**src/lzrw_pkg.sv**
```systemverilog
package lzrw_pkg;

   // history window
   localparam int WIN_DEPTH = 4096;
   localparam int WIN_BITS  = $clog2(WIN_DEPTH);
   localparam int OFF_BITS  = 12;

   // byte counter and capacity register
   localparam int COUNT_BITS = 24;
   localparam int CAP_BITS   = 24;
   localparam int CMP_BITS   = (COUNT_BITS > CAP_BITS) ? COUNT_BITS + 1 : CAP_BITS + 1;

   // result queue
   localparam int FIFO_DEPTH = 4;
   localparam int FIFO_BITS  = $clog2(FIFO_DEPTH);
   localparam logic [FIFO_BITS:0] FIFO_FULL = (FIFO_BITS + 1)'(FIFO_DEPTH);

   // status codes
   localparam logic [2:0] STS_DATA   = 3'd0;
   localparam logic [2:0] STS_OK     = 3'd1;
   localparam logic [2:0] STS_SHORT  = 3'd2;
   localparam logic [2:0] STS_TRUNC  = 3'd3;
   localparam logic [2:0] STS_CAP    = 3'd4;
   localparam logic [2:0] STS_OFFSET = 3'd5;

   typedef enum logic [2:0] {
      PH_HDR0,
      PH_HDR1,
      PH_HDR2,
      PH_HDR3,
      PH_ITEM,
      PH_CTRL_HIGH,
      PH_COPY_B,
      PH_RAW
   } phase_type;

   typedef enum logic [1:0] {
      ST_IDLE,
      ST_COPY,
      ST_STATUS
   } state_type;

   typedef struct packed {
      logic [7:0]          out_data;
      logic                data_valid;
      logic [2:0]          status;
      logic [CAP_BITS-1:0] produced_total;
      logic                run_end;
   } rsp_item_type;

   typedef struct packed {
      logic                en;
      logic [WIN_BITS-1:0] addr;
      logic [7:0]          data;
   } win_wr_type;

   typedef struct packed {
      logic                en;
      logic [WIN_BITS-1:0] addr;
   } win_rd_type;

endpackage

```
**src/lzrw_engine.sv**
```systemverilog
module lzrw_engine import lzrw_pkg::*; (
   input  logic                clock,
   input  logic                reset,
   input  logic                req_valid,
   output logic                req_stall,
   input  logic [7:0]          req_in_byte,
   input  logic                req_in_last,
   input  logic [CAP_BITS-1:0] out_capacity,
   input  logic [FIFO_BITS:0]  fifo_count,
   output logic                push_en,
   output rsp_item_type        push_item,
   output win_wr_type          win_wr,
   output win_rd_type          win_rd,
   input  logic [7:0]          win_q
);

   state_type             state_ff, state_in;
   phase_type             phase_ff, phase_in;
   logic [15:0]           cw_ff, cw_in;
   logic [4:0]            left_ff, left_in;
   logic                  copy_mode_ff, copy_mode_in;
   logic [7:0]            held_ff, held_in;
   logic [2:0]            err_ff, err_in;
   logic [COUNT_BITS-1:0] produced_ff, produced_in;
   logic [WIN_BITS-1:0]   wr_ptr_ff, wr_ptr_in;
   logic [WIN_BITS-1:0]   rd_ptr_ff, rd_ptr_in;
   logic [3:0]            remain_ff, remain_in;
   logic                  last_pend_ff, last_pend_in;
   logic                  rd_pend_ff, rd_pend_in;
   logic                  rd_final_ff, rd_final_in;
   logic                  rd_fwd_ff, rd_fwd_in;
   logic [7:0]            last_wr_ff, last_wr_in;

   logic                  accept;
   logic                  can_take;
   logic                  lit_go;
   logic                  copy_go;
   logic                  issue;
   logic                  status_go;
   logic [FIFO_BITS:0]    credit_used;
   logic [7:0]            arr_byte;
   logic [OFF_BITS-1:0]   offset;
   logic [CMP_BITS-1:0]   cnt_w, cap_w, lim_w, len_w, off_w;
   logic                  lit_fits, copy_fits, off_ok;

   // handshake and limits
   always_comb begin
      can_take  = (state_ff == ST_IDLE) && !rd_pend_ff && (fifo_count < FIFO_FULL);
      req_stall = !can_take;
      accept    = req_valid && can_take;

      cnt_w = CMP_BITS'(produced_ff);
      cap_w = CMP_BITS'(out_capacity);
      lim_w = (cap_w < CMP_BITS'({COUNT_BITS{1'b1}})) ? cap_w
                                                      : CMP_BITS'({COUNT_BITS{1'b1}});
      offset    = {held_ff[7:4], req_in_byte};
      off_w     = CMP_BITS'(offset);
      len_w     = CMP_BITS'(held_ff[3:0]) + CMP_BITS'(1);
      lit_fits  = cnt_w < lim_w;
      copy_fits = (cnt_w + len_w) <= lim_w;
      off_ok    = (offset != '0) && (off_w <= cnt_w);

      credit_used = fifo_count + (FIFO_BITS + 1)'(rd_pend_ff);
      issue       = (state_ff == ST_COPY) && (credit_used < FIFO_FULL);
      status_go   = (state_ff == ST_STATUS) && !rd_pend_ff && (fifo_count < FIFO_FULL);
   end

   // byte parser
   always_comb begin
      phase_in     = phase_ff;
      cw_in        = cw_ff;
      left_in      = left_ff;
      copy_mode_in = copy_mode_ff;
      held_in      = held_ff;
      err_in       = err_ff;
      lit_go       = 1'b0;
      copy_go      = 1'b0;
      if (accept && (err_ff == STS_DATA)) begin
         unique case (phase_ff)
            PH_HDR0: begin
               copy_mode_in = (req_in_byte == 8'd1);
               phase_in     = PH_HDR1;
            end
            PH_HDR1: phase_in = PH_HDR2;
            PH_HDR2: phase_in = PH_HDR3;
            PH_HDR3: phase_in = copy_mode_ff ? PH_RAW : PH_ITEM;
            PH_RAW: begin
               if (lit_fits) begin
                  lit_go = 1'b1;
               end else begin
                  err_in = STS_CAP;
               end
            end
            PH_ITEM: begin
               if (left_ff == '0) begin
                  cw_in    = {8'd0, req_in_byte};
                  phase_in = PH_CTRL_HIGH;
               end else if (cw_ff[0]) begin
                  held_in  = req_in_byte;
                  phase_in = PH_COPY_B;
               end else begin
                  if (lit_fits) begin
                     lit_go = 1'b1;
                  end else begin
                     err_in = STS_CAP;
                  end
                  cw_in   = cw_ff >> 1;
                  left_in = left_ff - 5'd1;
               end
            end
            PH_CTRL_HIGH: begin
               cw_in    = {req_in_byte, cw_ff[7:0]};
               left_in  = 5'd16;
               phase_in = PH_ITEM;
            end
            PH_COPY_B: begin
               // capacity is tested before the offset
               if (!copy_fits) begin
                  err_in = STS_CAP;
               end else if (!off_ok) begin
                  err_in = STS_OFFSET;
               end else begin
                  copy_go = 1'b1;
               end
               cw_in    = cw_ff >> 1;
               left_in  = left_ff - 5'd1;
               phase_in = PH_ITEM;
            end
         endcase
      end
      if (accept && req_in_last && (err_in == STS_DATA)) begin
         if (phase_ff == PH_HDR0 || phase_ff == PH_HDR1 ||
             phase_ff == PH_HDR2 || phase_ff == PH_HDR3) begin
            err_in = STS_SHORT;
         end else if (phase_in == PH_CTRL_HIGH || phase_in == PH_COPY_B) begin
            err_in = STS_TRUNC;
         end
      end
      // block ends with its status transfer
      if (status_go) begin
         phase_in     = PH_HDR0;
         cw_in        = '0;
         left_in      = '0;
         copy_mode_in = 1'b0;
         held_in      = '0;
         err_in       = STS_DATA;
      end
   end

   // next state
   always_comb begin
      state_in = state_ff;
      unique case (state_ff)
         ST_IDLE: begin
            if (accept) begin
               if (copy_go) begin
                  state_in = ST_COPY;
               end else if (req_in_last) begin
                  state_in = ST_STATUS;
               end
            end
         end
         ST_COPY: begin
            if (issue && (remain_ff == '0)) begin
               state_in = last_pend_ff ? ST_STATUS : ST_IDLE;
            end
         end
         ST_STATUS: begin
            if (status_go) begin
               state_in = ST_IDLE;
            end
         end
         default: state_in = ST_IDLE;
      endcase
   end

   // outputs: window ports and result pushes
   always_comb begin
      arr_byte = rd_fwd_ff ? last_wr_ff : win_q;

      win_wr.en   = rd_pend_ff || lit_go;
      win_wr.addr = wr_ptr_ff;
      win_wr.data = rd_pend_ff ? arr_byte : req_in_byte;
      win_rd.en   = issue;
      win_rd.addr = rd_ptr_ff;

      push_en   = win_wr.en || status_go;
      push_item = '0;
      if (status_go) begin
         push_item.status         = (err_ff == STS_DATA) ? STS_OK : err_ff;
         push_item.produced_total = (err_ff == STS_DATA) ? CAP_BITS'(produced_ff) : '0;
         push_item.run_end        = 1'b1;
      end else begin
         push_item.out_data   = win_wr.data;
         push_item.data_valid = 1'b1;
         push_item.status     = STS_DATA;
         push_item.run_end    = rd_pend_ff ? rd_final_ff : !req_in_last;
      end
   end

   // counters, copy sequencer and read pipeline
   always_comb begin
      produced_in = status_go ? '0 : produced_ff + COUNT_BITS'(win_wr.en);
      wr_ptr_in   = wr_ptr_ff + WIN_BITS'(win_wr.en);
      rd_ptr_in    = rd_ptr_ff;
      remain_in    = remain_ff;
      last_pend_in = last_pend_ff;
      if (copy_go) begin
         rd_ptr_in    = wr_ptr_ff - WIN_BITS'(offset);
         remain_in    = held_ff[3:0];
         last_pend_in = req_in_last;
      end else if (issue) begin
         rd_ptr_in = rd_ptr_ff + WIN_BITS'(1);
         remain_in = remain_ff - 4'd1;
      end
      rd_pend_in  = issue;
      rd_final_in = issue && (remain_ff == '0) && !last_pend_ff;
      // offset one reads the byte being written in the same cycle
      rd_fwd_in   = issue && win_wr.en && (rd_ptr_ff == wr_ptr_ff);
      last_wr_in  = win_wr.en ? win_wr.data : last_wr_ff;
   end

   always_ff @(posedge clock) begin
      if (reset) begin
         state_ff     <= ST_IDLE;
         phase_ff     <= PH_HDR0;
         cw_ff        <= '0;
         left_ff      <= '0;
         copy_mode_ff <= 1'b0;
         held_ff      <= '0;
         err_ff       <= STS_DATA;
         produced_ff  <= '0;
         wr_ptr_ff    <= '0;
         rd_pend_ff   <= 1'b0;
      end else begin
         state_ff     <= state_in;
         phase_ff     <= phase_in;
         cw_ff        <= cw_in;
         left_ff      <= left_in;
         copy_mode_ff <= copy_mode_in;
         held_ff      <= held_in;
         err_ff       <= err_in;
         produced_ff  <= produced_in;
         wr_ptr_ff    <= wr_ptr_in;
         rd_pend_ff   <= rd_pend_in;
      end
   end

   always_ff @(posedge clock) begin
      rd_ptr_ff    <= rd_ptr_in;
      remain_ff    <= remain_in;
      last_pend_ff <= last_pend_in;
      rd_final_ff  <= rd_final_in;
      rd_fwd_ff    <= rd_fwd_in;
      last_wr_ff   <= last_wr_in;
   end

   a_arrival_room: assert property (@(posedge clock) disable iff (reset)
      rd_pend_ff |-> (fifo_count < FIFO_FULL))
      else $error("window read returned with no queue room");

   a_status_drained: assert property (@(posedge clock) disable iff (reset)
      (push_en && !push_item.data_valid) |-> !rd_pend_ff)
      else $error("status pushed ahead of copy bytes");

   a_copy_no_error: assert property (@(posedge clock) disable iff (reset)
      (state_ff == ST_COPY) |-> (err_ff == STS_DATA))
      else $error("copy running with an error latched");

   a_block_cleared: assert property (@(posedge clock) disable iff (reset)
      status_go |=> (produced_ff == '0 && phase_ff == PH_HDR0 && err_ff == STS_DATA))
      else $error("block state not cleared after status");

endmodule

```
**config.mk**
```make
export PLATFORM = sky130hd
export DESIGN_NAME = lzrw_engine
export DESIGN_NICKNAME = d
export VERILOG_FILES = /design/src/lzrw_pkg.sv /design/src/lzrw_engine.sv
export SDC_FILE = /design/constraint.sdc
export NUM_CORES = 1
export LEC_CHECK = 0
export BUFFER_PORTS_ARGS = -buffer_cell sky130_fd_sc_hd__buf_2
export CAP_MARGIN = 0
export CORE_AREA = 2 2 122 124
export CTS_BUF_LIST = sky130_fd_sc_hd__clkbuf_4
export CTS_CLUSTER_DIAMETER = 30
export DETAILED_ROUTE_END_ITERATION = 8
export DIE_AREA = 0 0 124 126
export PLACE_DENSITY = 0.75
export SYNTH_ARGS = -nofsm -noshare
export SYNTH_HDL_FRONTEND = slang
export SYNTH_SLANG_ARGS = --single-unit
```
**constraint.sdc**
```tcl
create_clock -name clock -period 9.7 [get_ports clock]
set_input_delay 1.94 -clock clock [delete_from_list [all_inputs] [get_ports clock]]
set_output_delay 1.94 -clock clock [all_outputs]
set_load 0.1 [all_outputs]
```
### After elaboration in Yosys (flattened, before gate mapping)

Cells that the tools add are included.

| storage, ports and cells | value |
|---|---|
| bits in registers | 102 |
| bits of input ports | 47 |
| output and inout port bits | 73 |
| logic and storage cells | 149 |

| cells by class | value |
|---|---|
| add/subtract/negate cells | 9 |
| $lt $le $gt $ge | 6 |
| equality and inequality tests | 20 |
| muxes and demuxes | 51 |
| bitwise gates (word level) | 2 |
| reduce and logical (&&, ||, !) cells | 43 |

Operator list:

| kind | number |
|---|---|
| 24-bit 2-to-1 mux | 3 |
| 16-bit case mux with 3 select lines | 1 |
| 3-bit 2-to-1 mux | 14 |
| 16-bit 2-to-1 mux | 2 |
| 24-bit by 5-bit adder with 25-bit output | 1 |
| 25-bit by 24-bit <= comparator with 1-bit output | 1 |
| 24-bit by 1-bit adder with 24-bit output | 1 |
| 12-bit by 24-bit <= comparator with 1-bit output | 1 |
| 24-bit less-than comparator | 1 |
| 24-bit less-than comparator, second input constant | 1 |
| 12-bit 2-to-1 mux | 2 |
| 3-bit == test, second input constant | 6 |
| 3-bit case mux with 6 select lines | 1 |
| 8-bit 2-to-1 mux | 2 |
| 4-bit AND reduction | 4 |
| 5-bit case mux with 3 select lines | 1 |
| 1-bit logical AND | 14 |
| 2-bit 2-to-1 mux | 7 |
| 12-bit by 1-bit adder with 12-bit output | 1 |
| 12-bit by 1-bit adder with 12-bit output, second input constant | 1 |
| 12-bit == test | 1 |
| 12-bit nonzero test | 1 |
| 12-bit subtractor | 1 |
| 1-bit 2-to-1 mux | 10 |
| 31 further kinds | 53 |

### Longest topological paths before layout

Gate-level depths: netlist (run 1).

| depth | value |
|---|---|
| depth in word-level cells | 11 |
| mapped depth | 22 |
| gate-level depth less buffers | 19 |

### Worst setup path before layout (run 1)

Ideal clock, no wire load.

| timing | value |
|---|---|
| path type | input to output |
| from | input port fifo_count[2] |
| to | output port push_item[25] (netlist name) |
| arrival | 4.707 ns |
| required time | 7.760 ns |
| setup slack | 3.053 ns |
| cell stages on the path | 6 |
| path buffers | 2 |
| cell sequence | nor3_1 and2_1 clkbuf_1 inv_1 clkbuf_1 nor2_1 |

RTL lines:

| item | RTL line | RTL |
|---|---|---|
| from (decl) | lzrw_engine.sv:9 | `input logic [FIFO_BITS:0] fifo_count,` |
| to (decl) | lzrw_engine.sv:11 | `output rsp_item_type push_item,` |

==> results of run 1 <==
==> per-stage QoR <==
| step | util, % | setup WS [ns] | hold slack, ns | area (µm²) | cells |
|---|---|---|---|---|---|
| after global placement | 58.4 | 3.18 | 0.438 | 8360 | 1203 |
| after detailed placement | 58.4 | 3.14 | 0.440 | 8360 | 1203 |
| final | 59.3 | 3.12 | 0.458 | 8490 | 1219 |
| after global routing | 59.3 | 3.01 | 0.490 | 8490 | 1219 |
| after CTS | 59.3 | 3.12 | 0.466 | 8490 | 1219 |
| after floorplan | - | 3.05 | 0.412 | 7670 | 936 |
==> how the worst max path moves through the flow <==
| stage | from | endpoint | slack (ns) | cells past startpoint |
|---|---|---|---|---|
| 5_1_grt | out_capacity[9] | win_wr[20] | 3.01 | 11 |
| 3_5_place_dp | out_capacity[9] | win_wr[20] | 3.14 | 11 |
| 6_report | out_capacity[9] | win_wr[20] | 3.12 | 11 |
| 3_3_place_gp | out_capacity[9] | win_wr[20] | 3.18 | 11 |
| 2_1_floorplan | fifo_count[2] | push_item[25] | 3.05 | 6 |
| 4_1_cts | out_capacity[9] | win_wr[20] | 3.12 | 11 |
==> kinds of logic (layout without fill, tap and decap cells) <==
logic type	after synthesis	after routing	synth area share [%]
muxes	32	32	4.21
buffers and inverters	115	214	6.00
DFF	102	102	29.9
xor gates and xnor gates	80	80	9.13
adders and majority gates	83	83	13.7
AOI/OAI and AO/OA	169	169	14.2
and+or+nand+nor	355	355	22.9
==> power by group through the flow <==
stage                     Sequential [µW]  Combinational (µW)  Clock [µW]
after floorplan                       445                78.6           0
after global placement                446                 107           0
after detailed placement              446                 108           0
after CTS                             437                 109         224
after global routing                  438                 119         238
final                                 437                 109         218
==> cells in the mapped netlist, types with 4 or more instances <==
library cell    n  area, µm²
nor2_1        118        443
nand2b_1        7       43.8
ha_1           80       1000
nand2_1        50        188
a211oi_1       20        150
or3_1           9       56.3
o21a_1          4       30.0
mux2i_1        30        300
edfxtp_1       25        751
o21ai_0        31        155
dfxtp_1        77       1540
xnor2_1        39        342
o211ai_1        7       52.6
a21o_1          5       37.5
clkbuf_1       31        116
and3_1         34        213
nor2b_1        10       62.6
xor2_1         41        359
inv_1          73        274
nor4_1         13       81.3
a22oi_1        14        105
buf_1           5       18.8
a31oi_1         4       25.0
nor3_1         30        150
a21oi_1        56        280
nand3_1        39        195
nand4_1        17        106
and2_1         15       93.8
==> area by class of cell <==
cell class                      count  area (µm²)
Clock inverter                      7        63.8
Tap cell                          184         230
Fill cell                        1346        5820
Sequential cell                   102        2290
Multi-Input combinational cell    719        4930
Clock buffer                        9        67.6
Timing Repair Buffer              123         626
Inverter                           75         282
==> per-layer routing <==
metal,global-route usage (%),part of all wire (%),vias to the layer above,routed length [µm]
met4,7.14,1.7,0,341
met1,35.4,47,3224,9220
met2,41.6,46,219,9020
met3,3.35,5.7,26,1120
li1,-,-,3505,-
met5,0,0,-,0
==> placed cells by master, fill, tap and decap left out, types with 34 or more instances in the layout <==
master,count
and3_1,34
a21oi_1,56
nor2_1,118
nand3_1,39
nand2_1,50
buf_2,119
xnor2_1,39
xor2_1,41
inv_1,73
ha_1,80
dfxtp_1,77
==> sequential cells by signal (all words and copies together), names as in the netlist, 2 cells and up <==
name / count
produced_ff: 24
wr_ptr_ff: 12
err_ff: 3
remain_ff: 4
state_ff: 2
cw_ff: 16
held_ff: 8
left_ff: 5
last_wr_ff: 8
rd_ptr_ff: 12
phase_ff: 3
==> worst register-to-register path: stages, from the launching register on <==
cell      delay, ns
dfxtp_1        0.51
inv_1          0.08
ha_1           0.20
nor2b_1        0.11
o21ai_0        0.10
a21boi_0       0.22
o21ai_0        0.17
nor2_1         0.45
nand3_1        0.28
nor2_1         0.20
xor2_1         0.09
ha_1           0.30
nand4_1        0.19
or4_1          0.56
or4_4          0.45
a32oi_2        0.27
and2_1         0.18
and3_1         0.95
mux2_1         0.40
==> results.yml, run 1 <==
status:
  status: "completed"
place:
  port_buffers: 119
  gp_congestion: 0.908
  post-dp-hpwl_mm: 15.0
setup_path:
  crit_family: "buffers and inverters"
  ff2ff_setup_slack_ns: 3.76
  max_stage_delay_ns: 0.52
  critPathKind: "in -> out"
  crit_arrival_ns: 4.64
  worstPathCellList: "buf_2 -> inv_1 -> ha_1 -> a21o_1 -> maj3_1 -> a21oi_1 -> o211ai_1 -> o22ai_1 -> a31oi_1 -> inv_1 -> buf_2"
  rr_worst_depth: 18
  cp_data_required_time_ns: 7.76
  critPathCaptureType: "primary output"
  worst-path-max-fanout: 11
  path_buf_inv: 4
  startpoint_type: "input port"
  cp_slowest_cell: "buf_2"
  reg2reg_from: "produced_ff[0]"
  regToRegEndpoint: "remain_ff[3]"
pwr:
  p_comb_share_pct: 14.2
  p_sw_share_pct: 29.1
  internal_power_uw: 542
  power.density_mw_per_mm2: 90.0
  peakVddDrop_mv: 0.0398
  clkPwrFrac_pct: 28.6
  p_total_uw: 764
  leakage_uw: 0.00366
  power_switching_uw: 222
  pwr-share-seq_pct: 57.2
sta:
  fin_crit_sh_pct: 67.8
  clock_skew_ns: 0.0198
  hold_viol: 0
  rsz0062_at_grt: "false"
  finalMaxSlewViolations: 0
  clock.fmax_mhz: 152
  setup_viol: 0
  tns_ns: 0
  tightest_slew_ns: 1.18
  finalCriticalPeriod_ns: 6.58
  relSlewSlack_pct: 21.4
min_path:
  min_path_type: "reg -> reg"
  whs_path_depth: 1
  hold_end: "rd_final_ff"
  min_from: "last_pend_ff"
cts:
  cts_tree: "built"
  post-cts-setup-buffers: 0
  cts_made_buffers: 9
  cts_buffer_depth: 2
  cts_resized: 0
  cts-root-buf: "clkbuf_4"
  ctsHtreeMaxLevel: 3
  clk_latency_ns: 0.46
  ctsHoldBuffers: 0
  clk_pin_slew_ns: 0.16
  clock-sinks: 102
floorplanning:
  die_x_um: 124
  core_area_mm2: 0.0143
  rows: 44
  io_pins: 120
  die_y_um: 126
  die_area_mm2: 0.0156
  initial_core_util_pct: 53.6
global_routing:
  antenna_found_initial: 0
  grt_max_degree: 58
  grt_pass1_wl_mm: 31.7
  grt_use_total_pct: 25.5
  grt_pass1_vias: 6453
  overflow: 0
synth:
  synth-seq-cells: 102
  ys.warnings.count: 0
  syn_area_per_cell_um2: 8.20
  ys.flop_type: "dfxtp_1"
  synth_area_mm2: 0.00767
  synth_async_sr_flop_share_pct: 0
  syn-num-nets: 1065
  yosysSeqAreaShare_pct: 29.9
  syn_inst: 936
  synth_edf_count: 25
  synth.distinct_cells: 66
layout:
  diodes: 0
  nNetsFinal: 1159
  area.growth.synth_to_final_pct: 10.6
  drive_gt1_share_pct: 14.7
routing:
  vias_per_cell: 5.72
  ant_nets: 0
  routedWlPerCell_um: 16.2
  num_vias: 6974
  first_pass_iters: 5
  drt_first_iter_violations: 493
  drc: 0
  drt_wl_total_mm: 19.7
run:
  cap_violations: 0
Note: power is estimated with default switching activity, not from simulation.
==> inputs of run 2 (changes only) <==
==> constraint.sdc (replaced) <==
create_clock -name clock -period 6.9 [get_ports clock]
set_input_delay 1.38 -clock clock [delete_from_list [all_inputs] [get_ports clock]]
set_output_delay 1.38 -clock clock [all_outputs]
set_load 0.1 [all_outputs]
==> results.yml, run 2 (same netlist as run 1, synthesis figures left out) <==
status:
  status: "completed"
sta:
  relSlewSlack_pct: 30.8
  setup_viol: 0
  hold_viol: 0
  clock_skew_ns: 0.0203
  fin_crit_sh_pct: 80.0
  tns_ns: 0
  fin_ws_ns: 1.38
  rsz0062_at_grt: "false"
  tightest_slew_ns: 1.04
  finalMaxSlewViolations: 0
  clock.fmax_mhz: 181
  finalCriticalPeriod_ns: 5.52
cts:
  post-cts-setup-buffers: 0
  clock-sinks: 102
  cts_resized: 0
  clk_latency_ns: 0.47
  cts_tree: "built"
  cts-root-buf: "clkbuf_4"
  ctsHtreeMaxLevel: 3
  clk_pin_slew_ns: 0.16
  cts_buffer_depth: 2
  ctsHoldBuffers: 0
  cts_made_buffers: 9
layout:
  nNetsFinal: 1159
  top_register: "produced_ff"
  nFillCells: 1295
  final_cell_mix: "buf_2, nor2_1, ha_1"
  top_regs: "produced_ff (24), cw_ff (16)"
  final_common_cell: "buf_2"
  diodes: 0
  area.growth.synth_to_final_pct: 10.8
  largest_reg_flops: 24
  drive_gt1_share_pct: 14.8
floorplanning:
  core_area_mm2: 0.0143
  rows: 44
  io_pins: 120
  die_x_um: 124
  initial_core_util_pct: 53.6
  die_area_mm2: 0.0156
  die_y_um: 126
place:
  port_buffers: 119
  gp_congestion: 0.903
  dp_slack_ns: 1.39
  post-dp-hpwl_mm: 14.9
run:
  cap_violations: 0
setup_path:
  cp_slowest_cell: "buf_2"
  critPathKind: "in -> out"
  worstPathCellList: "buf_2 -> inv_1 -> ha_1 -> a21o_1 -> maj3_1 -> a21oi_1 -> o211ai_1 -> o22ai_1 -> a31oi_1 -> inv_1 -> buf_2"
  crit_arrival_ns: 4.14
  rr_worst_depth: 17
  cp_data_required_time_ns: 5.52
  worst-path-max-fanout: 11
  max_stage_delay_ns: 0.53
  critPathCaptureType: "primary output"
  startpoint_type: "input port"
pwr:
  leakage_uw: 0.00366
  power.density_mw_per_mm2: 129
  peakVddDrop_mv: 0.0763
min_path:
  min_path_type: "reg -> reg"
  whs_path_depth: 1
global_routing:
  grt_max_degree: 32
  overflow: 0
  grt_use_total_pct: 25.8
  grt_pass1_vias: 6511
  grt_pass1_wl_mm: 32.2
  antenna_found_initial: 0
routing:
  routedWlPerCell_um: 16.1
  drt_first_iter_violations: 407
  ant_nets: 0
  num_vias: 7032
  drt_wl_total_mm: 19.6
  vias_per_cell: 5.77
  first_pass_iters: 5
  drc: 0
-- run 2: power by group --
group	switching, µW	total (µW)	internal, µW
combinational	112	153	41.8
clock	208	327	118
sequential	3.18	615	611
total	323	1090	771
-- run 2: final timing paths --
check / startpoint / end / slack, ns
max: out_capacity[9] / win_wr[20] / 1.38
min: last_pend_ff / rd_final_ff / 0.44
max reg2reg: produced_ff[1] / remain_ff[2] / 1.38
min reg2reg: last_pend_ff / rd_final_ff / 0.44
-- run 2: cell type report --
class	instances	area, µm²	share of cell area (%)
Timing Repair Buffer	123	626	7.36
Clock inverter	6	67.6	0.795
Tap cell	184	230	2.71
Sequential cell	102	2290	27.0
Inverter	75	282	3.31
Multi-Input combinational cell	719	4930	58.0
Clock buffer	10	75.1	0.883
-- run 2: metrics by stage --
step                cell area [µm²]  hold slack, ns  util (%)  instances  total power [µW]
floorplan                      7670           0.412         -        936               736
global placement               8360           0.428      58.4       1203               778
detailed placement             8360           0.427      58.4       1203               779
CTS                            8500           0.441      59.4       1219              1100
global route                   8500           0.459      59.4       1219              1140
finish                         8500           0.442      59.4       1219              1090
-- run 2: routing by layer --
layer  wire length [µm]  track usage [%]  vias up
met5                  0                0        -
met1               8930             34.8     3258
met2               9170             42.8      248
met4                287             6.87        0
li1                   -                -     3504
met3               1190             3.99       22
-- run 2: critical path, delay by kind of cell --
kind	cells	cell delay (ns)
adders and majority gates	2	0.64
AOI/OAI and AO/OA	5	0.98
buffers and inverters	4	1.14
