<file path="config.mk">
export PLATFORM = sky130hd
export DESIGN_NAME = lzrw_rsp_fifo
export DESIGN_NICKNAME = d
export VERILOG_FILES = /design/src/lzrw_pkg.sv /design/src/lzrw_rsp_fifo.sv
export SDC_FILE = /design/constraint.sdc
export NUM_CORES = 1
export LEC_CHECK = 0
export BUFFER_PORTS_ARGS = -buffer_cell sky130_fd_sc_hd__buf_4
export CAP_MARGIN = 5
export CORE_ASPECT_RATIO = 1.2
export CORE_MARGIN = 2
export CORE_UTILIZATION = 35
export DETAILED_ROUTE_END_ITERATION = 10
export HOLD_SLACK_MARGIN = 0.02
export PLACE_DENSITY = 0.63
export SLEW_MARGIN = 20
export SYNTH_ARGS = -nofsm -noshare
export SYNTH_HDL_FRONTEND = slang
export SYNTH_SLANG_ARGS = --single-unit
</file>
<file path="constraint.sdc">
create_clock -name clock -period 3.6 [get_ports clock]
set_clock_uncertainty 0.2 [all_clocks]
set_input_delay 0.36 -clock clock [delete_from_list [all_inputs] [get_ports clock]]
set_output_delay 0.36 -clock clock [all_outputs]
set_load 0.02 [all_outputs]
</file>
<file path="src/lzrw_pkg.sv">
package lzrw_pkg;

   // history window
   localparam int WIN_DEPTH = 4096;
   localparam int WIN_BITS  = $clog2(WIN_DEPTH);
   localparam int OFF_BITS  = 12;

   // byte counter and capacity register
   localparam int COUNT_BITS = 24;
   localparam int CAP_BITS   = 24;
   localparam int CMP_BITS   = (COUNT_BITS > CAP_BITS) ? COUNT_BITS + 1 : CAP_BITS + 1;

   // result queue
   localparam int FIFO_DEPTH = 4;
   localparam int FIFO_BITS  = $clog2(FIFO_DEPTH);
   localparam logic [FIFO_BITS:0] FIFO_FULL = (FIFO_BITS + 1)'(FIFO_DEPTH);

   // status codes
   localparam logic [2:0] STS_DATA   = 3'd0;
   localparam logic [2:0] STS_OK     = 3'd1;
   localparam logic [2:0] STS_SHORT  = 3'd2;
   localparam logic [2:0] STS_TRUNC  = 3'd3;
   localparam logic [2:0] STS_CAP    = 3'd4;
   localparam logic [2:0] STS_OFFSET = 3'd5;

   typedef enum logic [2:0] {
      PH_HDR0,
      PH_HDR1,
      PH_HDR2,
      PH_HDR3,
      PH_ITEM,
      PH_CTRL_HIGH,
      PH_COPY_B,
      PH_RAW
   } phase_type;

   typedef enum logic [1:0] {
      ST_IDLE,
      ST_COPY,
      ST_STATUS
   } state_type;

   typedef struct packed {
      logic [7:0]          out_data;
      logic                data_valid;
      logic [2:0]          status;
      logic [CAP_BITS-1:0] produced_total;
      logic                run_end;
   } rsp_item_type;

   typedef struct packed {
      logic                en;
      logic [WIN_BITS-1:0] addr;
      logic [7:0]          data;
   } win_wr_type;

   typedef struct packed {
      logic                en;
      logic [WIN_BITS-1:0] addr;
   } win_rd_type;

endpackage

</file>
<file path="src/lzrw_rsp_fifo.sv">
module lzrw_rsp_fifo import lzrw_pkg::*; (
   input  logic               clock,
   input  logic               reset,
   input  logic               push_en,
   input  rsp_item_type       push_item,
   input  logic               pop_en,
   output rsp_item_type       head_item,
   output logic               head_valid,
   output logic [FIFO_BITS:0] fifo_count
);

   rsp_item_type         slot_ff [FIFO_DEPTH];
   logic [FIFO_BITS-1:0] head_ff, head_in;
   logic [FIFO_BITS-1:0] tail_ff, tail_in;
   logic [FIFO_BITS:0]   count_ff, count_in;

   always_comb begin
      head_in  = head_ff + FIFO_BITS'(pop_en);
      tail_in  = tail_ff + FIFO_BITS'(push_en);
      count_in = count_ff + (FIFO_BITS + 1)'(push_en) - (FIFO_BITS + 1)'(pop_en);
   end

   always_ff @(posedge clock) begin
      if (reset) begin
         head_ff  <= '0;
         tail_ff  <= '0;
         count_ff <= '0;
      end else begin
         head_ff  <= head_in;
         tail_ff  <= tail_in;
         count_ff <= count_in;
      end
   end

   always_ff @(posedge clock) begin
      if (push_en) begin
         slot_ff[tail_ff] <= push_item;
      end
   end

   assign head_item  = slot_ff[head_ff];
   assign head_valid = (count_ff != '0);
   assign fifo_count = count_ff;

endmodule

</file>
# ---- Word level (Yosys, flattened, before mapping)
# Memories as Yosys holds them, arrays and structs flattened. A register that Yosys moved wholly into a read port is not among the register bits.
# Cells that the tools add are included.
dict set report totals {
  n_memories 1
  input_bits 41
  latch_bits 0
  ram_bits 148
  register_bits 7
  romBits 0
  word_cells 12
}
# name words width rd rd_clocked_by_memory_dff wr line_no
set memory_table {}
lappend memory_table {slot_ff 4 37 1 1 1 lzrw_rsp_fifo.sv:12} ;# rsp_item_type slot_ff [FIFO_DEPTH];
dict set report op_classes {
  n_lt_le_gt_ge 0
  bitwise 0
  n_reduce_logical 1
  shift 0
  add_sub_neg 4
  n_div 0
  n_mul 0
  n_eq_ne 0
  mux 3
}
# operator count
set op_table {}
lappend op_table {{2-bit by 1-bit adder with 2-bit output} 2}
lappend op_table {{3-bit by 1-bit adder with 3-bit output} 1}
lappend op_table {{3-bit nonzero test} 1}
lappend op_table {{3-bit by 1-bit subtractor with 3-bit output} 1}
lappend op_table {{1-bit two-way mux} 2}
lappend op_table {{2-bit two-way mux} 1}

# ---- Logic depth before layout (Yosys ltp)
# Gate-level depths: netlist of the first run.
dict set report logic_depth {
  depth_word 2
  mapped_depth 8
  mapped_depth_nobuf 8
}

# ---- Least setup slack after synthesis of the first run
# No wires, ideal clock.
dict set report synth_timing {
  path_kind {register -> register}
  startpoint {register tail_ff[1]}
  endpoint {memory slot_ff[0][0] (netlist name), enable pin}
  path_slack_ns -0.181
  n_path_buf 0
  setup_ns 0.485
  stages_incl_launch_ff 2
  arrival_ns 3.096
  cell_sequence {dfxtp_1 nor3b_1}
}
# element line_no
set synth_lines {}
lappend synth_lines {{start: declaration} lzrw_rsp_fifo.sv:14} ;# logic [FIFO_BITS-1:0] tail_ff, tail_in;
lappend synth_lines {{start signal: assignment} lzrw_rsp_fifo.sv:30} ;# tail_ff <= tail_in;
lappend synth_lines {{end: declaration} lzrw_rsp_fifo.sv:12}
# Straight into the memory's write port.

==> results of run 1 <==
[sequential cells by signal, indices dropped and copies added, names as in the netlist]
signal	flops
slot_ff	148
fifo_count	3
head_ff	2
tail_ff	2
[kinds of logic (layout without fill, tap and decap cells)]
group	count (synthesis)	after routing	share of synthesized area (%)
AND/OR/NAND/NOR	13	13	1.224
adder cells (fa/ha/maj)	5	5	1.224
multiplexers	37	37	15.01
buffers and inverters	11	158	1.792
flip-flops	155	155	80.05
XOR/XNOR	3	3	0.6992
[how the worst max path moves through the flow]
stage | start | to | cells past startpoint
floorplan | tail_ff[1]$_SDFF_PP0_ | slot_ff[2][0]$_DFFE_PP_ | 2
global placement | head_ff[0]$_SDFF_PP0_ | head_item[1] | 3
detailed placement | head_ff[0]$_SDFF_PP0_ | head_item[36] | 3
CTS | head_ff[0]$_SDFF_PP0_ | head_item[36] | 3
global route | head_ff[0]$_SDFF_PP0_ | head_item[36] | 3
finish | head_ff[0]$_SDFF_PP0_ | head_item[36] | 3
[final cells by class]
cell class              count  area [um2]
inverters                   3       11.26
well taps                 212       265.3
clock inverters            15       152.6
repair buffers            123        1044
multi-input cells          58        1061
fillers                  1387        8598
clock buffers              17       425.4
flip-flops and latches    155        4587
[stage by stage]
stage | cell area, um2 | util (%) | setup slack [ns]
floorplan | 5732 | - | 0.9623
global placement | 6588 | 40.80 | 1.214
detailed placement | 6588 | 40.80 | 1.206
CTS | 7546 | 46.74 | 0.7492
global route | 7546 | 46.74 | 0.6616
finish | 7546 | 46.74 | 0.8367
[layout by cell type (no fill, tap or decap)]
cell type and count:
or3_1 1, xnor2_1 2, ha_1 4, inv_8 6
inv_1 3, dfxtp_1 5, fa_1 1, clkbuf_16 17
buf_4 83, dfxtp_2 2, xnor3_1 1, mux4_1 7
and3_2 1, and3b_2 1, clkinv_4 3, nor2b_1 3
nor2_1 4, mux4_2 30, nor2_4 1, buf_12 2
edfxtp_1 148, dlygate4sd3_1 38, nor3b_4 1, inv_6 4
clkinvlp_4 1, clkinv_8 1, nand2_1 1
[worst max-delay path, cell delays in order, from the launching register on]
cell,delay (ns)
dfxtp_2,0.68
buf_12,0.30
mux4_1,0.61
buf_4,0.18
[repair_timing]
action | in CTS | in global routing
endpoints found under the hold margin | 155 | 0
endpoints found under the setup margin | 0 | 0
hold buffers | 38 | 0
resized for setup | 0 | 0
[per-layer routing]
layer  up-vias  track usage [%]
met4         0            4.957
li1       1229                -
met2        58            21.23
met1      1392            15.29
met5         -                0
met3        10            3.943
[power groups by stage]
| stage | clock [mW] | combinational [mW] | sequential (mW) |
|---|---|---|---|
| 2_1_floorplan | 0 | 0.323 | 2.15 |
| 6_report | 1.71 | 0.567 | 2.12 |
| 4_1_cts | 1.75 | 0.580 | 2.12 |
| 5_1_grt | 1.83 | 0.613 | 2.13 |
| 3_5_place_dp | 0 | 0.546 | 2.16 |
| 3_3_place_gp | 0 | 0.538 | 2.15 |
==> results.md, run 1 <==
- The flow ran to the end, and the final reports show no timing, DRC or antenna violations.
- The number of vias per cell is 4.612.
- The fraction of synthesis flops using an asynchronous set or reset pin is 0%.
- The boundary pin count is just over 80.
- The clock passes through at most 2 buffers.
- The hold slack is 0.1178 ns.
- During synthesis, Yosys emitted a total of 0 warnings.
- The floorplan die width is approximately 120 um.
- The design draws 4.390 mW.
- Row generation in the floorplan step produced 51 rows.
- The first routing iteration left 191 violations.
- The setup slack of the most critical reg-to-reg path is 1.58 ns.
- The largest fanout on the critical path is 24.
- The switching power total is ~1.1 mW.
- By startpoint and endpoint, the worst setup path is classified as flip-flop to output port.
- A synthesized cell averages 25.57 um2.
- The sequential share of power is slightly below 50%.
- The topmost layer with routed signal wires is met4.
- Setup repair after global routing left no endpoint under its margin.
- The fraction of power consumed by combinational cells is 12.9%.
- The hold path depth is 3.
- The fraction of power spent switching nets is 25.02%.
- The post-route netlist has between 40 and 50% of its cells at a drive strength greater than 1.
- Yosys mapped a number of flops with a built-in enable equal to approximately 150.
- The number of cells on the worst reg-to-reg path is 3.
- For hold timing, the worst endpoint is head_ff[0]$_SDFF_PP0_.
- The global routing usage summed across all routing layers is about an eighth.
- TritonCTS built the clock tree.
- The clock group share of total power is 38.8%.
- For this run the aggregate overflow at the end of global routing stands at 0.
- The count of inserted antenna diode cells is 0.
- Cell internal power was estimated by the tool at 3.291 mW.
- The number of sinks handled by clock tree synthesis is 155.
- The number of register bits inferred by synthesis is approximately 160.
- The area enclosed by the die boundary is 17410 um2.
- The cell at the root of the clock tree is clkbuf_16.
- The total count of max-transition violations in the final report is 0.
- The cell area that synthesis handed to floorplanning was 5727 um2.
- Sorting the synthesized cells by area gives the leading types as edfxtp_1 78%, mux4_2 12%, mux4_1 3.2%.
- The initial standard-cell utilization of the core is 35.47%.
- In the synthesized netlist the dominant register cell turns out to be edfxtp_1.
- The start point of the worst hold path is pop_en.
- The final weighted congestion in routability-driven placement is 0.6383.
- From bottom edge to top edge, the die measures 144.1 um.
- edfxtp_1 is the most common cell in the netlist.
- The path class of the tightest hold or removal check is input pin to flip-flop.
- The finished layout holds 583 standard cells, fillers aside.
- Summing the sequential cell areas from Yosys gives 80.05% of the chip area.
- The layout overhead on the synthesized area is 31.77%.
- The core footprint is around 16000 um2.
- The first global-routing pass estimated between 15000 and 20000 um of wire.
- STA puts the critical path data required time at 3.04 ns.
- The worst setup path is launched from a flip-flop.
- Setup total negative slack on the finished layout was measured at 0 ns.
- The worst setup path is captured at an output port.
- The clock transition at the register clock pins on the worst setup and hold paths after CTS is 0.07 ns.
- Max-cap violations in this run came to 0.
- The detailed router put a total of 4264 um of wire on met1.
- The pre-antenna-repair detailed-routing pass consisted of 4 iterations.
- The number of setup violations in the final report is 0.
- The H-tree level count is 4.
- The post-synthesis cell type count is 19.
- The post-synthesis cell count is 224.
- The latest clock arrival within the worst-skew pair is a little over 0.4 ns.
- The library cell occupying the most area in the post-synthesis netlist is edfxtp_1.
- The detailed-routed wire length on met2 is 5484 um.
- At the pin with the least slew margin, the transition time is roughly 1.1 ns.
- The ratio of total power to cell area is 581.7 nW/um2.
- In this run, CTS created clock tree buffers numbering 17.
- The leakage component of the power is 2.609 nW.
- Once placement completed, the tool counted placed cells totaling 513.
- Once detailed placement completed, the half-perimeter wirelength came to around 6000 um.
- The arrival time of the worst setup path is 2.20 ns.
- For this run, design rule violations remaining after detail routing come to 0.
- The maximum number of pins on one net before global-route repair is 38.
- The number of nets produced by synthesis is 270.
- The clock period could shrink to 2.763 ns.
- The routed length on met3 is 383 um.
- Input and output buffers added on the ports amount to 81.
- The final hold violation count came to 0.
- Counting instances in the post-synthesis netlist gives the leading cell types as 148 x edfxtp_1, 30 x mux4_2, 7 x dfxtp_1, 7 x mux4_1, 5 x nor2_1.
- After layout, the worst path uses 76.76% of the clock period.
- The share of synthesized area in the top cell type comes to a little under 80%.
- The number of antenna violations at the first check in global routing is 0.
- The worst slew margin relative to its limit is 29.00%.
- The capture point of the worst reg-to-reg path is slot_ff[2][9]$_DFFE_PP_.
- The routed wire length per instance is ~18 um.
- The final route contains 2689 vias.
- The startpoint identified for the worst register-to-register timing path is tail_ff[1]$_SDFF_PP0_.
- The achievable clock frequency is 361.9 MHz.
- The post-CTS setup buffer count is 0.
- The number of nets with antenna violations after routing is 0.
- The detailed-route wire length is 10270 um.
- Across the VDD grid, the largest voltage drop is 0.0002936 V.
- The final layout contains about 400 nets.
- The number of global-route vias before repair is 2877.
Power figures use the tool's default switching activity.
==> run 2: changes to the inputs <==
--- a/config.mk
+++ b/config.mk
@@ -5,6 +5,7 @@
 export SDC_FILE = /design/constraint.sdc
 export NUM_CORES = 1
 export LEC_CHECK = 0
+export ABC_AREA = 1
 export BUFFER_PORTS_ARGS = -buffer_cell sky130_fd_sc_hd__buf_4
 export CAP_MARGIN = 5
 export CORE_ASPECT_RATIO = 1.2
==> constraint.sdc (replaced) <==
create_clock -name clock -period 2.5 [get_ports clock]
set_clock_uncertainty 0.2 [all_clocks]
set_input_delay 0.25 -clock clock [delete_from_list [all_inputs] [get_ports clock]]
set_output_delay 0.25 -clock clock [all_outputs]
set_load 0.02 [all_outputs]
==> run 2 against run 1 <==
  * First-iteration DRC count up 16%
  * Critical path type unchanged
  * Clock power increased by 43%
  * Via count up 42%
  * Total power grew 46%
  * Register-to-register slack worse by 0.88 ns
  * Critical path depth up 2
  * Hold slack better by 0.26 ns
  * Non-clock buffer count grew 11
  * Critical endpoint is now head_item[18]
  * Largest cell class unchanged
==> results.md, run 2 <==
- The post-synthesis cell type count is 17 (-2).
- The worst setup path category is flip-flop to output port.
- The filler cell count in the final layout is 1479 (+6.6%).
- The final non-filler cell area is 8020 um2 (+6.3%).
- The worst path buffer plus inverter count is 2 (unchanged).
- The number of nets produced by synthesis is 520 (+93%).
- The path class of the tightest hold or removal check is input pin to flip-flop.
- The cell that appears most often on the critical path is buf_4.
- The family of cells with the greatest summed delay on the critical path is flip-flops.
- The core footprint came to 16980 um2 (+5.2%).
- The post-detailed-placement half-perimeter wirelength was 6989 um (+16%).
- The number of flip-flops in the largest register is 148 (unchanged).
- The share of final-layout standard cells stronger than drive strength 1 is 21.10% (-20 points).
- The clock period minus final worst setup slack is 2.165 ns.
- The DRC violation total after the first TritonRoute iteration is 221 (+16%).
- The share of the synthesized area in the top cell type is 72.64% (-5.0 points).
- The number of maximum-capacitance violations is 0 (unchanged).
- Timing would allow up to 461.8 MHz.
- The routed length on met3 is 457 um (+19%).
- The detailed-route DRC error count is 0 (unchanged).
- The depth of the worst register-to-register path came to 9 (+6).
- In this run the clock root is driven by a clkbuf_16.
- The height of the die is 148.8 um (+3.3%).
- The final hold violation count was 0 (unchanged).
- The clock transition at the register clock pins on the worst setup and hold paths after CTS came to 0.06 ns (about the same).
- The synthesized cell area is 6118 um2 (+6.8%).
- The post-synthesis cell count is 474 (+110%).
- The number of sinks handled by clock tree synthesis is 155 (unchanged).
- The area enclosed by the die boundary was 18560 um2 (+6.6%).
- Among all flip-flop cells after synthesis, the most frequent one is edfxtp_1.
- The number of register bits inferred by synthesis is 155 (unchanged).
- The number of setup violations in the final report is 0 (unchanged).
- The worst-margin pin slew is 0.4575 ns (-0.6076 ns).
- The layout overhead on the synthesized area is 31.08%.
- The average cell area after synthesis came to 12.91 um2 (-50%).
- The count of inserted antenna diode cells is 0 (unchanged).
- The number of enable-type register cells in the synthesized netlist came to 148 (unchanged).
- The TritonCTS clock tree is built.
- The met1 routed wirelength after detailed routing is 5289 um (+24%).
- The worst slew margin relative to its limit is 69.50% (+41 points).
- The number of buffer cells added on primary ports came to 81 (unchanged).
- Walking the worst path, the cells encountered are buf_4, a21oi_1, o21ai_0, nand2_1, buf_4.
- The sequential cell area fraction in the yosys report is 74.93% (-5.1 points).
- The initial standard-cell utilization of the core is 36.03% (+0.56 points).
- The floorplan die width is 124.7 um (+3.2%).
- The first-pass iteration count of the detailed router was 6 (+2).
- The count of nets after finishing is 649 (+61%).
- The library cell occupying the most area in the post-synthesis netlist is edfxtp_1.
- The most frequent cell after synthesis is edfxtp_1.
- The total count of max-transition violations in the final report is 0 (unchanged).
- The leakage component of the power is 3.132 nW (+20%).
- The final weighted congestion in routability-driven placement is 0.7451 (+17%).
- The arrival time of the worst setup path is 1.72 ns (-0.48 ns).
- The commonest cells after synthesis are 148 x edfxtp_1, 86 x inv_1, 77 x nand2_1, 38 x a21oi_1.
- The number of global-route vias before repair was 3749 (+30%).
- The top cell types in the final layout, fill and taps aside, are 148 x edfxtp_1, 92 x buf_4, 86 x inv_1.
- The total of warnings raised by yosys is 0 (unchanged).
- The routed wire length per instance came to 13.95 um (-21%).
- The register with the most flip-flops in the final layout is slot_ff.
- The detailed-routed wire length on met2 came to 5631 um (+2.7%).
- The fraction of synthesis flops using an asynchronous set or reset pin was 0% (unchanged).
- The cell area reported after detailed placement came to 7044 um2 (+6.9%).
- The post-CTS setup buffer count is 0 (unchanged).
- The hold slack was 0.3750 ns (+0.2572 ns).
- The most common cell after layout, fill and taps aside is edfxtp_1.
- The number of vias per cell is 4.584 (-0.61%).
- The latest clock arrival within the worst-skew pair was 0.42 ns (about the same).
- The maximum number of pins on one net before global-route repair is 54 (+42%).
- The largest buffer count on any clock path came to 2 (unchanged).
- The detailed-route wire length is 11600 um (+13%).
- The global routing usage summed across all routing layers is 13.05% (+0.41 points).
- The number of antenna violations at the first check in global routing is 0 (unchanged).
- The boundary pin count was 82 (unchanged).
- The delay of the slowest critical-path stage came to 0.55 ns (-0.13 ns).
- The portion of the clock cycle consumed by the worst path in the final layout is 86.61%.
- The worst vdd rail ir drop is 0.0004725 V (+61%).
- The global-route wire length before repair is 18620 um (+18%).
- The largest fanout on the critical path came to 30 (+25%).
- Setup repair after global routing left no endpoint under its margin.
- STA classifies the critical path startpoint as a flip-flop.
- The run finished with clean final reports.
- The H-tree level count came to 4 (unchanged).
- The via count is 3814 (+42%).
- The cell row count is 52 (+2.0%).
- The ratio of total power to cell area came to 800.7 nW/um2 (+38%).
- The number of clock buffers inserted by TritonCTS is 17 (unchanged).
- The data required time of the worst path is 2.05 ns (-0.99 ns).
- The slowest cell on the critical path is dfxtp_4.
- The number of nets with antenna violations after routing was 0 (unchanged).
- The topmost layer with routed signal wires is met4.
- The sum of overflow across all layers after global routing is 0 (unchanged).
- Sorting the synthesized cells by area gives the leading types as edfxtp_1 73%, inv_1 5.3%, nand2_1 4.7%.
- The kind of end point of the critical path is an output port.
- The cell count along the critical path is 5 (+2).
- The hold path depth was 2 (-1).
==> run 2: report_power, final <==
group	switching (mW)	internal (mW)	total, mW
Combinational	0.551	0.379	0.930
Clock	0.989	1.46	2.45
Sequential	0.0557	2.98	3.04
Total	1.60	4.83	6.42
==> run 2: logic make-up after synthesis <==
kind of cell / share of synthesized area [%]
XOR/XNOR: 0.2864
AND/OR/NAND/NOR: 5.644
adder cells (fa/ha/maj): 1.145
buffers and inverters: 7.321
flip-flops: 74.93
AO/OA/AOI/OAI: 10.67
==> run 2: final timing paths <==
| kind | slack, ns | to | start |
|---|---|---|---|
| worst min register to register | 0.43 | fifo_count[2]$_SDFF_PP0_ | fifo_count[2]$_SDFF_PP0_ |
| worst max-delay path | 0.33 | head_item[18] | head_ff[0]$_SDFF_PP0_ |
| worst min-delay path | 0.37 | slot_ff[1][9]$_DFFE_PP_ | push_item[9] |
| worst max register to register | 0.70 | fifo_count[2]$_SDFF_PP0_ | fifo_count[0]$_SDFF_PP0_ |
==> run 2: what timing repair did <==
action / CTS / global route
hold buffers: 40 / 0
endpoints found under the hold margin: 155 / 0
resized for setup: 0 / 0
endpoints found under the setup margin: 0 / 0
==> run 2: cell type report <==
type / count / area (um2) / area share, %
sequential: 155 / 4589 / 57.22
multi-input combinational: 209 / 1131 / 14.10
inverter: 86 / 322.8 / 4.025
tap: 216 / 270.3 / 3.370
timing repair buffer: 134 / 1131 / 14.10
clock buffer: 17 / 425.4 / 5.304
clock inverter: 15 / 150.1 / 1.872
==> run 2: per-stage QoR <==
step           worst slack [ns]  total power [mW]  setup TNS (ns)  util [%]  cells
2_1_floorplan           -0.1116             3.586          -10.27         -    474
3_3_place_gp             0.7392             3.961               0     41.48    760
3_5_place_dp             0.6963             3.986               0     41.48    760
4_1_cts                  0.2995             6.510               0     47.23    832
5_1_grt                  0.1442             6.703               0     47.23    832
6_report                 0.3346             6.422               0     47.23    832
==> run 2: per-layer routing <==
metal	GRT usage (%)	up-vias
met3	3.479	17
met2	21.56	76
met5	0	-
li1	-	1899
met4	6.798	0
met1	15.78	1822
==> run 3: changes to the inputs <==
--- a/config.mk
+++ b/config.mk
@@ -6,14 +6,15 @@
 export NUM_CORES = 1
 export LEC_CHECK = 0
 export ABC_AREA = 1
-export BUFFER_PORTS_ARGS = -buffer_cell sky130_fd_sc_hd__buf_4
 export CAP_MARGIN = 5
 export CORE_ASPECT_RATIO = 1.2
 export CORE_MARGIN = 2
 export CORE_UTILIZATION = 35
+export CTS_BUF_LIST = sky130_fd_sc_hd__clkbuf_8
 export DETAILED_ROUTE_END_ITERATION = 10
+export DONT_BUFFER_PORTS = 1
 export HOLD_SLACK_MARGIN = 0.02
-export PLACE_DENSITY = 0.63
+export PLACE_DENSITY = 0.59
 export SLEW_MARGIN = 20
 export SYNTH_ARGS = -nofsm -noshare
 export SYNTH_HDL_FRONTEND = slang
==> run 3 against run 2 <==
  * Register-to-register slack worse by 0.41 ns
  * Largest power group unchanged
  * Global-route usage down 0.32 points
  * Largest cell class unchanged
  * Sequential share of layout area up 6.0 points
  * Sequential power about the same
  * Clock-buffer cell count unchanged
  * Non-clock buffer count down 85
  * Via count down 9.0%
  * Cell count down 10%
  * Design area down 9.5%
  * Hold slack worse by 0.22 ns
  * Clock power down 22%
  * First-iteration DRC count down 41%
==> results.md, run 3 (synthesis results as in run 2) <==
- The clock transition at the register clock pins on the worst setup and hold paths after CTS was 0.08 ns (+0.02 ns).
- The final hold violation count was 0 (unchanged).
- The cell row count is 52 (unchanged).
- The floorplan die width is 124.7 um (unchanged).
- The sum of overflow across all layers after global routing is 0 (unchanged).
- The arrival time of the worst setup path was 1.87 ns (+0.15 ns).
- The switching power total is 1.488 mW (-6.7%).
- The largest buffer count on any clock path came to 2 (unchanged).
- The number of placed instances with taps included is 674 (-11%).
- The run finished with clean final reports.
- The latest clock arrival within the worst-skew pair is 0.45 ns (+0.03 ns).
- The worst vdd rail ir drop is 0.0003408 V (-28%).
- The achievable clock frequency was 430.4 MHz (-6.8%).
- The area enclosed by the die boundary was 18560 um2 (unchanged).
- The total chip power is 5.641 mW (-12%).
- The worst slew margin relative to its limit came to 62.50% (-7.0 points).
- The number of antenna violations at the first check in global routing is 2 (+2).
- The cell area reported after detailed placement came to 6436 um2 (-8.6%).
- The number of buffer cells added on primary ports is 0 (-100%).
- The height of the die is 148.8 um (unchanged).
- The final weighted congestion in routability-driven placement is 0.7132 (-4.3%).
- The final core utilization is 42.75% (-4.5 points).
- The core footprint is 16980 um2 (unchanged).
- The clock period minus final worst setup slack is 2.324 ns (+0.1582 ns).
- The number of sinks handled by clock tree synthesis is 155 (unchanged).
- The TritonCTS clock tree is built.
- The fraction of power spent switching nets is 26.37% (+1.5 points).
- The H-tree level count was 4 (unchanged).
- The worst setup path is captured at an output port.
- The number of vias per cell was 4.634 (+1.1%).
- The routed wire length per instance is 14.97 um (+7.3%).
- The DRC violation total after the first TritonRoute iteration is 131 (-41%).
- The detailed-route DRC error count is 0 (unchanged).
- The number of global-route vias before repair was 3444 (-8.1%).
- Compared with the post-synthesis result, the final layout area differs by 18.65%.
- The post-detailed-placement half-perimeter wirelength is 6652 um (-4.8%).
- The fraction of power consumed by combinational cells is 12.0% (-2.5 points).
- The most common cell after layout, fill and taps aside is edfxtp_1.
- The largest fanout on the critical path is 38 (+27%).
- The maximum number of pins on one net before global-route repair is 78 (+44%).
- The first-pass iteration count of the detailed router is 4 (-2).
- The number of setup violations in the final report is 0 (unchanged).
- The count of nets after finishing is 564 (-13%).
- The final non-filler cell area is 7259 um2 (-9.5%).
- The number of flip-flops in the largest register is 148 (unchanged).
- The slowest cell on the critical path is dfxtp_4.
- The sum of negative setup slack is 0 ns (unchanged).
- The share of final-layout standard cells stronger than drive strength 1 came to 8.286% (-13 points).
- The worst-margin pin slew is 0.5607 ns (+0.1032 ns).
- The clock group share of total power was 33.9% (-4.3 points).
- The global routing usage summed across all routing layers was 12.72% (-0.32 points).
- The library cells used most frequently in the layout, excluding fill and tap cells, are 148 x edfxtp_1, 87 x inv_1, 77 x nand2_1.
- The data required time of the worst path was 2.05 ns (about the same).
- Setup repair after global routing left no endpoint under its margin.
- The total count of max-transition violations in the final report is 0 (unchanged).
- The number of maximum-capacitance violations came to 0 (unchanged).
- The internal power of the cells was 4.153 mW (-14%).
- The register name with the most flops is slot_ff.
- The ratio of total power to cell area was 777.1 nW/um2 (-3.0%).
- The initial standard-cell utilization of the core came to 36.03% (unchanged).
- The startpoint type of the worst setup path is a flip-flop.
- Walking the worst path, the cells encountered are buf_4, a21oi_1, o21ai_0, nand2_1.
- The number of standard cells in the final layout excluding fillers is 749 (-10%).
- By startpoint and endpoint, the worst setup path is classified as flip-flop to output port.
- The number of nets with antenna violations after routing is 0 (unchanged).
- The class of the most critical hold timing path is input pin to flip-flop.
- The detailed-route wire length is 11210 um (-3.4%).
- The sequential share of power is 54.1% (+6.8 points).
- The boundary pin count is 82 (unchanged).
- The via count is 3471 (-9.0%).
- The number of clock buffers inserted by TritonCTS is 17 (unchanged).
- The delay of the slowest critical-path stage is 0.59 ns (+0.04 ns).
- The portion of the clock cycle consumed by the worst path in the final layout is 92.94% (+6.3 points).
- The global-route wire length before repair is 17930 um (-3.7%).
- The leakage component of the power is 2.677 nW (-15%).
- The tree is rooted in a clkbuf_8.
[run 3: path summary, 6_finish.rpt]
kind | slack (ns) | start | to | cells past startpoint
worst max register to register | 0.29 | head_ff[0]$_SDFF_PP0_ | head_ff[0]$_SDFF_PP0_ | 5
worst min register to register | 0.43 | tail_ff[1]$_SDFF_PP0_ | tail_ff[1]$_SDFF_PP0_ | 2
worst min-delay path | 0.15 | push_en | slot_ff[2][5]$_DFFE_PP_ | 2
worst max-delay path | 0.18 | head_ff[0]$_SDFF_PP0_ | head_item[3] | 4
[run 3: layer usage]
| layer | global-route usage, % | part of all wire, % | routed length (um) | up-vias |
|---|---|---|---|---|
| li1 | - | - | - | 1730 |
| met1 | 15.44 | 44 | 4951 | 1651 |
| met3 | 4.017 | 5.0 | 555 | 19 |
| met4 | 7.079 | 2.4 | 272 | 0 |
| met2 | 20.27 | 48 | 5432 | 71 |
| met5 | 0 | 0 | 0 | - |
[run 3: layout make-up]
cell class                 count  area (um2)
antenna                        2       5.005
clock buffer                  17       234.0
clock inverter                15       173.9
fill                        1545        9722
inverter                      86       322.8
multi-input combinational    209        1131
sequential                   155        4589
tap                          216       270.3
timing repair buffer          49       533.0
[run 3: what timing repair did]
item,4_1_cts,5_1_grt
gates resized for setup,0,0
hold buffers,41,0
hold endpoints to repair,155,0
setup buffers,0,0
[run 3: power groups by stage]
stage / clock network, mW / registers (mW) / logic [mW]
finish: 1.91 / 3.05 / 0.679
global route: 2.07 / 3.07 / 0.759
CTS: 1.98 / 3.05 / 0.694
detailed placement: 0 / 3.11 / 0.611
global placement: 0 / 3.11 / 0.595
floorplan: 0 / 3.09 / 0.498
[run 3: through the flow]
step                      worst slack, ns  hold WS (ns)
after floorplan                   -0.1116        0.1167
after global placement             0.6048        0.1153
after detailed placement           0.5738        0.1183
after CTS                          0.1182        0.1199
after global routing              0.02462        0.1363
final                              0.1764        0.1500
[run 3: worst max-delay path: cells and delay by family, from the launching register on]
| kind | cells | cell delay [ns] |
|---|---|---|
| buffers and inverters | 1 | 0.39 |
| AND/OR/NAND/NOR | 1 | 0.21 |
| flip-flops | 1 | 0.59 |
| AO/OA/AOI/OAI | 2 | 0.22 |
